[src/rtl/sjs_pkg.sv]
// Shared operation and slot status codes of the job scheduler.
package sjs_pkg;

    typedef enum logic [2:0] {
        OP_REGISTER    = 3'd0,
        OP_UNREGISTER  = 3'd1,
        OP_REQUEST     = 3'd2,
        OP_REQUEST_ALL = 3'd3,
        OP_TAKE_NEXT   = 3'd4,
        OP_TAKE_SLOT   = 3'd5,
        OP_COMPLETE    = 3'd6,
        OP_QUERY       = 3'd7
    } op_t;

    typedef enum logic [2:0] {
        ST_IDLE      = 3'd0,
        ST_QUEUED    = 3'd1,
        ST_RUNNING   = 3'd2,
        ST_SUCCEEDED = 3'd3,
        ST_FAILED    = 3'd4
    } st_t;

endpackage

[src/rtl/sync_job_scheduler_core.sv]
// Job scheduler over a table of client slots with a ready queue of slot numbers.
//
// One word is taken at a time and gives exactly one result word. Both the slot table
// and the ready queue sit in synchronous memories with registered reads, and a
// sequencer reads, updates and writes them back. Register, unregister, request,
// complete and query pass through a slot read, an execute state and the output state.
// Request-all visits every slot in ascending order, with a read and an execute per slot.
// Take-next pops queue entries, reading each entry and then its slot,
// discarding stale ones, until it finds a queued slot or the queue runs empty. Take-slot
// on a queued slot compacts the queue, reading each entry held and writing back
// the survivors in their order; on any other slot it goes straight to the output state.
// The slot table carries one valid flop per entry, cleared at reset, so no clearing
// pass is needed; no queue entry beyond its fill is ever used. A finished result
// waits in an output register, so the next word may be accepted while it is pending.
// Slot numbers at or above NUM_SLOTS are refused and query as absent.
module sync_job_scheduler_core
    import sjs_pkg::*;
#(
    parameter int NUM_SLOTS    = 16,
    parameter int QUEUE_DEPTH  = 64,
    parameter int TRIGGER_BITS = 4
)
(
    input  logic       clk,
    input  logic       rst_n,
    input  logic       in_valid,
    output logic       in_ready,
    input  logic [2:0] op,
    input  logic [3:0] slot,
    input  logic [3:0] trigger_bits,
    input  logic       success,
    output logic       out_valid,
    input  logic       out_ready,
    output logic       ok,
    output logic       taken_valid,
    output logic [3:0] taken_slot,
    output logic [4:0] count,
    output logic [2:0] status,
    output logic [3:0] pending,
    output logic       present,
    output logic       overflow
);

    localparam int SW = (NUM_SLOTS > 1) ? $clog2(NUM_SLOTS) : 1;
    localparam int HW = $clog2(QUEUE_DEPTH);
    localparam int FW = $clog2(QUEUE_DEPTH + 1);
    localparam int CW = $clog2(NUM_SLOTS + 1);
    localparam int TB = TRIGGER_BITS;
    localparam logic [HW:0]   QD_W      = (HW + 1)'(QUEUE_DEPTH);
    localparam logic [FW-1:0] QD_F      = FW'(QUEUE_DEPTH);
    localparam logic [SW-1:0] LAST_SLOT = SW'(NUM_SLOTS - 1);

    typedef struct packed {
        logic          regd;
        st_t           st;
        logic [TB-1:0] pend;
    } entry_t;

    typedef enum logic [3:0] {
        S_IDLE, S_SRD, S_SEX, S_FRD, S_FWT, S_PRD, S_PEX, S_PFIN, S_OUT
    } state_t;

    // Wrap an offset around the queue ring.
    function automatic logic [HW-1:0] pos_add(input logic [HW-1:0] a, input logic [HW-1:0] b);
        logic [HW:0] sum;
        sum = {1'b0, a} + {1'b0, b};
        if (sum >= QD_W)
        begin
            sum = sum - QD_W;
        end
        return sum[HW-1:0];
    endfunction

    // Memories and their read registers
    entry_t        smem [NUM_SLOTS];
    logic [SW-1:0] fmem [QUEUE_DEPTH];
    entry_t        s_rd_reg;
    logic          s_rdv_reg;
    logic [SW-1:0] f_rd_reg;
    logic [NUM_SLOTS-1:0] svalid_reg;

    state_t        state_reg;
    op_t           op_reg;
    logic [SW-1:0] addr_reg;
    logic [TB-1:0] trig_reg;
    logic          succ_reg;
    logic [HW-1:0] head_reg;
    logic [FW-1:0] fill_reg;
    logic [FW-1:0] r_reg;
    logic [FW-1:0] w_reg;

    logic          a_ok_reg, a_tv_reg, a_pres_reg, a_ovf_reg;
    logic [SW-1:0] a_ts_reg;
    logic [CW-1:0] a_cnt_reg;
    logic [2:0]    a_st_reg;
    logic [TB-1:0] a_pend_reg;

    logic          out_valid_reg;
    logic          ok_reg, tv_reg, pres_reg, ovf_reg;
    logic [3:0]    ts_reg, pend_reg;
    logic [4:0]    cnt_reg;
    logic [2:0]    st_reg;

    logic          s_we;
    entry_t        s_wdata;
    logic          f_we;
    logic [HW-1:0] f_waddr;
    logic [SW-1:0] f_wdata;
    logic [HW-1:0] f_raddr;

    entry_t        ent;
    logic          full;
    logic [HW-1:0] tail;
    logic          in_range;
    logic          can_req, need_push, req_acc;

    assign in_ready = (state_reg == S_IDLE);
    assign in_range = (32'(slot) < NUM_SLOTS);

    assign ent  = s_rdv_reg ? s_rd_reg : '0;
    assign full = (fill_reg == QD_F);
    assign tail = pos_add(head_reg, fill_reg[HW-1:0]);

    // Request decision, shared by request and request-all
    assign can_req   = ent.regd && (trig_reg != '0) && (ent.st != ST_RUNNING);
    assign need_push = (ent.st != ST_QUEUED);
    assign req_acc   = can_req && !(need_push && full);

    always_comb
    begin
        s_we    = 1'b0;
        s_wdata = '0;
        f_we    = 1'b0;
        f_waddr = tail;
        f_wdata = addr_reg;
        f_raddr = head_reg;
        case (state_reg)
            S_SEX:
            begin
                case (op_reg)
                    OP_REGISTER:
                    begin
                        s_we    = !ent.regd;
                        s_wdata = '{regd: 1'b1, st: ST_IDLE, pend: '0};
                    end
                    OP_UNREGISTER:
                    begin
                        s_we    = ent.regd;
                        s_wdata = '{regd: 1'b0, st: ST_IDLE, pend: '0};
                    end
                    OP_REQUEST, OP_REQUEST_ALL:
                    begin
                        s_we    = req_acc;
                        s_wdata = '{regd: 1'b1, st: ST_QUEUED, pend: ent.pend | trig_reg};
                        f_we    = req_acc && need_push;
                    end
                    OP_TAKE_NEXT:
                    begin
                        s_we    = ent.regd && (ent.st == ST_QUEUED);
                        s_wdata = '{regd: 1'b1, st: ST_RUNNING, pend: '0};
                    end
                    OP_COMPLETE:
                    begin
                        if (ent.regd && (ent.st == ST_RUNNING))
                        begin
                            if (ent.pend != '0)
                            begin
                                s_we    = !full;
                                s_wdata = '{regd: 1'b1, st: ST_QUEUED, pend: ent.pend};
                                f_we    = !full;
                            end
                            else
                            begin
                                s_we    = 1'b1;
                                s_wdata = '{regd: 1'b1,
                                            st: (succ_reg ? ST_SUCCEEDED : ST_FAILED),
                                            pend: '0};
                            end
                        end
                    end
                    default:
                    begin
                        s_we = 1'b0;
                    end
                endcase
            end
            S_PRD:
            begin
                f_raddr = pos_add(head_reg, r_reg[HW-1:0]);
            end
            S_PEX:
            begin
                f_we    = (f_rd_reg != addr_reg);
                f_waddr = pos_add(head_reg, w_reg[HW-1:0]);
                f_wdata = f_rd_reg;
            end
            S_PFIN:
            begin
                s_we    = 1'b1;
                s_wdata = '{regd: 1'b1, st: ST_RUNNING, pend: '0};
            end
            default:
            begin
                s_we = 1'b0;
            end
        endcase
    end

    // Slot table memory
    always_ff @(posedge clk)
    begin
        if (s_we)
        begin
            smem[addr_reg] <= s_wdata;
        end
        s_rd_reg <= smem[addr_reg];
    end

    // Ready queue memory
    always_ff @(posedge clk)
    begin
        if (f_we)
        begin
            fmem[f_waddr] <= f_wdata;
        end
        f_rd_reg <= fmem[f_raddr];
    end

    // Sequencer, queue pointers, result registers
    always_ff @(posedge clk or negedge rst_n)
    begin
        if (!rst_n)
        begin
            state_reg     <= S_IDLE;
            svalid_reg    <= '0;
            s_rdv_reg     <= 1'b0;
            op_reg        <= OP_REGISTER;
            addr_reg      <= '0;
            trig_reg      <= '0;
            succ_reg      <= 1'b0;
            head_reg      <= '0;
            fill_reg      <= '0;
            r_reg         <= '0;
            w_reg         <= '0;
            a_ok_reg      <= 1'b0;
            a_tv_reg      <= 1'b0;
            a_pres_reg    <= 1'b0;
            a_ovf_reg     <= 1'b0;
            a_ts_reg      <= '0;
            a_cnt_reg     <= '0;
            a_st_reg      <= '0;
            a_pend_reg    <= '0;
            out_valid_reg <= 1'b0;
            ok_reg        <= 1'b0;
            tv_reg        <= 1'b0;
            pres_reg      <= 1'b0;
            ovf_reg       <= 1'b0;
            ts_reg        <= '0;
            pend_reg      <= '0;
            cnt_reg       <= '0;
            st_reg        <= '0;
        end
        else
        begin
            s_rdv_reg <= svalid_reg[addr_reg];
            if (s_we)
            begin
                svalid_reg[addr_reg] <= 1'b1;
            end
            // drop the result once taken, unless a new one is loaded this cycle
            if (out_valid_reg && out_ready && (state_reg != S_OUT))
            begin
                out_valid_reg <= 1'b0;
            end

            case (state_reg)
                S_IDLE:
                begin
                    if (in_valid)
                    begin
                        op_reg     <= op_t'(op);
                        addr_reg   <= (op_t'(op) == OP_REQUEST_ALL) ? '0 : SW'(slot);
                        trig_reg   <= TB'(trigger_bits);
                        succ_reg   <= success;
                        a_ok_reg   <= 1'b0;
                        a_tv_reg   <= 1'b0;
                        a_pres_reg <= 1'b0;
                        a_ovf_reg  <= 1'b0;
                        a_ts_reg   <= '0;
                        a_cnt_reg  <= '0;
                        a_st_reg   <= '0;
                        a_pend_reg <= '0;
                        if (op_t'(op) == OP_REQUEST_ALL)
                        begin
                            state_reg <= S_SRD;
                        end
                        else if (op_t'(op) == OP_TAKE_NEXT)
                        begin
                            state_reg <= S_FRD;
                        end
                        else if (in_range)
                        begin
                            state_reg <= S_SRD;
                        end
                        else
                        begin
                            state_reg <= S_OUT;
                        end
                    end
                end
                S_SRD:
                begin
                    state_reg <= S_SEX;
                end
                S_SEX:
                begin
                    case (op_reg)
                        OP_REGISTER:
                        begin
                            a_ok_reg  <= !ent.regd;
                            state_reg <= S_OUT;
                        end
                        OP_UNREGISTER:
                        begin
                            a_ok_reg  <= ent.regd;
                            state_reg <= S_OUT;
                        end
                        OP_REQUEST:
                        begin
                            a_ok_reg  <= req_acc;
                            a_ovf_reg <= can_req && !req_acc;
                            if (f_we)
                            begin
                                fill_reg <= fill_reg + 1'b1;
                            end
                            state_reg <= S_OUT;
                        end
                        OP_REQUEST_ALL:
                        begin
                            a_cnt_reg <= a_cnt_reg + CW'(req_acc);
                            if (can_req && !req_acc)
                            begin
                                a_ovf_reg <= 1'b1;
                            end
                            if (f_we)
                            begin
                                fill_reg <= fill_reg + 1'b1;
                            end
                            // advance to the next slot until the table is done
                            if (addr_reg != LAST_SLOT)
                            begin
                                addr_reg  <= addr_reg + 1'b1;
                                state_reg <= S_SRD;
                            end
                            else
                            begin
                                state_reg <= S_OUT;
                            end
                        end
                        OP_TAKE_NEXT:
                        begin
                            if (s_we)
                            begin
                                a_tv_reg  <= 1'b1;
                                a_ts_reg  <= addr_reg;
                                state_reg <= S_OUT;
                            end
                            else
                            begin
                                state_reg <= S_FRD;
                            end
                        end
                        OP_TAKE_SLOT:
                        begin
                            if (ent.regd && (ent.st == ST_QUEUED))
                            begin
                                r_reg     <= '0;
                                w_reg     <= '0;
                                state_reg <= S_PRD;
                            end
                            else
                            begin
                                state_reg <= S_OUT;
                            end
                        end
                        OP_COMPLETE:
                        begin
                            a_ok_reg <= s_we;
                            a_ovf_reg <= ent.regd && (ent.st == ST_RUNNING)
                                         && (ent.pend != '0) && full;
                            if (f_we)
                            begin
                                fill_reg <= fill_reg + 1'b1;
                            end
                            state_reg <= S_OUT;
                        end
                        default:
                        begin
                            a_pres_reg <= ent.regd;
                            a_st_reg   <= ent.regd ? ent.st : ST_IDLE;
                            a_pend_reg <= ent.regd ? ent.pend : '0;
                            state_reg  <= S_OUT;
                        end
                    endcase
                end
                S_FRD:
                begin
                    // queue empty ends the search with nothing taken
                    state_reg <= (fill_reg == '0) ? S_OUT : S_FWT;
                end
                S_FWT:
                begin
                    addr_reg  <= f_rd_reg;
                    head_reg  <= pos_add(head_reg, HW'(1));
                    fill_reg  <= fill_reg - 1'b1;
                    state_reg <= S_SRD;
                end
                S_PRD:
                begin
                    state_reg <= (r_reg == fill_reg) ? S_PFIN : S_PEX;
                end
                S_PEX:
                begin
                    r_reg <= r_reg + 1'b1;
                    if (f_we)
                    begin
                        w_reg <= w_reg + 1'b1;
                    end
                    state_reg <= S_PRD;
                end
                S_PFIN:
                begin
                    fill_reg  <= w_reg;
                    a_tv_reg  <= 1'b1;
                    a_ts_reg  <= addr_reg;
                    state_reg <= S_OUT;
                end
                S_OUT:
                begin
                    // hold until the output register is free
                    if (!out_valid_reg || out_ready)
                    begin
                        out_valid_reg <= 1'b1;
                        ok_reg        <= a_ok_reg;
                        tv_reg        <= a_tv_reg;
                        ts_reg        <= 4'(a_ts_reg);
                        cnt_reg       <= 5'(a_cnt_reg);
                        st_reg        <= a_st_reg;
                        pend_reg      <= 4'(a_pend_reg);
                        pres_reg      <= a_pres_reg;
                        ovf_reg       <= a_ovf_reg;
                        state_reg     <= S_IDLE;
                    end
                end
                default:
                begin
                    state_reg <= S_IDLE;
                end
            endcase
        end
    end

    assign out_valid   = out_valid_reg;
    assign ok          = ok_reg;
    assign taken_valid = tv_reg;
    assign taken_slot  = ts_reg;
    assign count       = cnt_reg;
    assign status      = st_reg;
    assign pending     = pend_reg;
    assign present     = pres_reg;
    assign overflow    = ovf_reg;

`ifndef SYNTH
    a_fill_bound: assert property (@(posedge clk) disable iff (!rst_n)
        fill_reg <= QD_F)
        else $error("queue fill beyond depth");

    a_no_push_full: assert property (@(posedge clk) disable iff (!rst_n)
        (f_we && state_reg == S_SEX) |-> !full)
        else $error("push into a full queue");

    a_purge_bound: assert property (@(posedge clk) disable iff (!rst_n)
        (state_reg == S_PFIN) |-> (w_reg <= fill_reg))
        else $error("purge kept more entries than it read");

    a_take_running: assert property (@(posedge clk) disable iff (!rst_n)
        (state_reg == S_PFIN) |=> (a_tv_reg && state_reg == S_OUT))
        else $error("take-slot did not report its slot");
`endif

endmodule

[config.mk]
export PLATFORM = sky130hd
export DESIGN_NAME = sync_job_scheduler_core
export DESIGN_NICKNAME = d
export VERILOG_FILES = /design/src/rtl/sjs_pkg.sv /design/src/rtl/sync_job_scheduler_core.sv
export SDC_FILE = /design/constraint.sdc
export NUM_CORES = 1
export LEC_CHECK = 0
export BUFFER_PORTS_ARGS = -buffer_cell sky130_fd_sc_hd__buf_2
export CORE_ASPECT_RATIO = 1.5
export CORE_MARGIN = 1.5
export CORE_UTILIZATION = 63
export DETAILED_ROUTE_END_ITERATION = 8
export PLACE_DENSITY = 0.82
export SLEW_MARGIN = 25
export SYNTH_ARGS = -nofsm -noshare
export SYNTH_HDL_FRONTEND = slang
export SYNTH_SLANG_ARGS = --single-unit
[constraint.sdc]
create_clock -name clk -period 5.05 [get_ports clk]
set_input_delay 0.2525 -clock clk [delete_from_list [all_inputs] [get_ports clk]]
set_output_delay 0.2525 -clock clk [all_outputs]
set_load 0.01 [all_outputs]
==> impl_metrics.toml <==
[clocking]
clkLatencyLatePin_ns = 0.57
cts.sinks = 497
root_buffer = "clkbuf_16"
cts_buffers = 44
cts_resized = 0
cts_tree = "yes"
path_clk_slew_ns = 0.07
cts_buffer_depth = 3
cts_max_level = 2

[finish]
fillers = 2118
syn_to_final_growth_pct = 10.00
final_cell_mix = "384 x edfxtp_1, 198 x nand2_1, 114 x nor2_1"
n_antenna_cell = 0
largest_reg_flops = 256
mostFrequentLayoutCell = "edfxtp_1"
drive_gt1_share_pct = 17.08
nets = 1571
stdcell_area_mm2 = 0.02352

[job]
drv_cap = 0

[global_routing]
grt_first_pass_wirelength_um = 78450
grt_max_degree = 52
antenna_found_initial = 0
grt_util_all_layers_pct = 29.75
grt-ovfl-total = 0
grt_pass1_vias = 13660

[power_and_ir_drop]
peakVddDrop_mv = 0.4007
p_leak_nw = 8.678
finalPower_mw = 13.17
p_per_area_mw_per_mm2 = 559.8

[hold_path]
hold_class = "primary input to register"
min_from = "slot[3]"
min_to = "addr_reg[3]"
hold_depth = 3

[placement]
portBuffers = 37
place_area_mm2 = 0.02195
routabilityCongestion = 0.9217
dp_hpwl_um = 31770

[floorplanning]
dieArea_mm2 = 0.03507
die_height_um = 228.6
die_x_um = 153.4
num_rows = 82
start_util_pct = 63.92
core_mm2 = 0.03345
io_pins = 38

[setup_path]
slowest_stage = "dfrtp_1"
r2r_start = "state_reg[3]"
worstReg2RegEnd = "fmem[28][2]"
rrSetupSlack_ns = 1.23
reg2reg_depth = 13
end_kind = "register"
worstPathMaxFanout = 21
worst-path-buf-inv = 1
crit_chain = "nand2b_1, nor2_1, buf_4, nand2_1, o21ai_0, ha_1, a21o_1, a21oi_1, o21bai_1, a21oi_1, xor2_1, nand3_1, nor2_1"
max_stage_delay_ns = 0.53
path_delay_family = "simple AND/OR/NAND/NOR gates"
path_class = "register to register"
required_ns = 5.29
cp-start-kind = "register"
worst_ep_arrival_time_ns = 4.06

[timing]
fmax_ghz = 0.2618
fin_crit_sh_pct = 75.63
setup_viol = 0
finClkSkew_ns = 0.01344
tns_ns = 0
tightestPinTransition_ns = 1.051
relSlewSlack_pct = 29.96
period_needed_ns = 3.819
drv_slew = 0
grt_setup_unrepaired = "false"
hold_viol_final = 0

[logic_synthesis]
syn_area_mm2 = 0.02138
synth_edf_count = 384
ys_seq_elements = 497
yosys_warnings = 0
synth.distinct_cells = 83
ys.flop_type = "edfxtp_1"
async_reset_ff_share_pct = 20.32
syn-num-nets = 1527
synthCells = 1484
ys_seq_area_share_pct = 66.88
synth_area_per_cell_um2 = 14.41

[drt]
drt_pass1_iterations = 5
first_iter_violations = 1334
viasPerCell = 6.591
highest_layer = "met4"
wl_met1_um = 17490
wl_per_cell_um = 25.38
ant_nets = 0
route.detailed.drc = 0
vias = 13070
wirelength_um = 50330
wl_met2_um = 26850
routed-wl-met3_um = 3483

[outcome]
status = "complete, no violations"
[power breakdown]
group,switching [mW],internal (mW)
Clock,1.52,1.86
Sequential,0.453,5.03
Combinational,2.71,1.59
[worst max-delay path by stage]
stage | endpoint | from | cells after the start
final | fmem[28][2] | state_reg[3] | 13
after global routing | fmem[21][0] | state_reg[3] | 15
after CTS | fmem[26][0] | state_reg[3] | 13
after detailed placement | fmem[26][0] | state_reg[3] | 13
after global placement | fmem[26][1] | state_reg[3] | 13
after floorplan | fmem[0][0] | addr_reg[0] | 4
[stage by stage]
step / std cells / util, % / setup WS, ns / hold slack [ns]
after detailed placement: 1891 / 65.61 / 1.310 / 0.3188
after global routing: 1983 / 70.32 / 0.8902 / 0.05371
after global placement: 1891 / 65.60 / 1.376 / 0.3103
after CTS: 1983 / 70.28 / 1.270 / 0.005935
after floorplan: 1484 / - / 0.6402 / -0.04309
final: 1983 / 70.32 / 1.231 / 0.03446
[per-layer routing]
layer / up-vias / GRT usage, %
met4: 0 / 14.53
met5: - / 0
met3: 159 / 3.982
met2: 666 / 53.71
li1: 5702 / -
met1: 6543 / 35.03
[timing repair]
action | CTS | global route
hold endpoints to repair | 60 | 0
setup buffers | 0 | 0
hold buffers | 11 | 0
[cells in the mapped netlist (12+ instances only)]
| cell type | instances | area [um^2] |
|---|---|---|
| edfxtp_1 | 384 | 11530 |
| nand2_1 | 200 | 750.7 |
| nor2_1 | 119 | 446.7 |
| dfrtp_1 | 101 | 2527 |
| mux4_2 | 74 | 1667 |
| o21ai_0 | 63 | 315.3 |
| a21oi_1 | 48 | 240.2 |
| nand3_1 | 43 | 215.2 |
| clkbuf_1 | 40 | 150.1 |
| ha_1 | 24 | 300.3 |
| inv_1 | 24 | 90.09 |
| mux2i_1 | 21 | 210.2 |
| xnor2_1 | 20 | 175.2 |
| or2_1 | 18 | 112.6 |
| xor2_1 | 18 | 157.7 |
| a31oi_1 | 17 | 106.4 |
| and2_1 | 17 | 106.4 |
| mux2_2 | 16 | 180.2 |
| a32oi_1 | 12 | 105.1 |
| dfxtp_1 | 12 | 240.2 |
[final cells by class]
cell class	count	area (um^2)	share of cell area, %
timing repair buffer	73	498.0	2.117
multi-input combinational	888	6653	28.29
clock buffer	54	1190	5.059
sequential	497	14300	60.81
inverter	24	90.09	0.3830
tap	420	525.5	2.234
clock inverter	27	260.3	1.107
[tightest hold or removal path, delay by kind of cell]
family	cells	cell delay [ns]
AOI/OAI and AO/OA	2	0.24
buffers and inverters	1	0.08
[logic make-up after synthesis]
kind of cell | Yosys count | synth area share [%]
AO/OA/AOI/OAI | 223 | 6.905
XOR/XNOR | 38 | 1.557
adder cells (fa/ha/maj) | 27 | 1.685
buffers and inverters | 99 | 2.347
flip-flops | 497 | 66.88
multiplexers | 117 | 10.17
AND/OR/NAND/NOR | 483 | 10.46
Note: power is estimated with default switching activity, not from simulation.
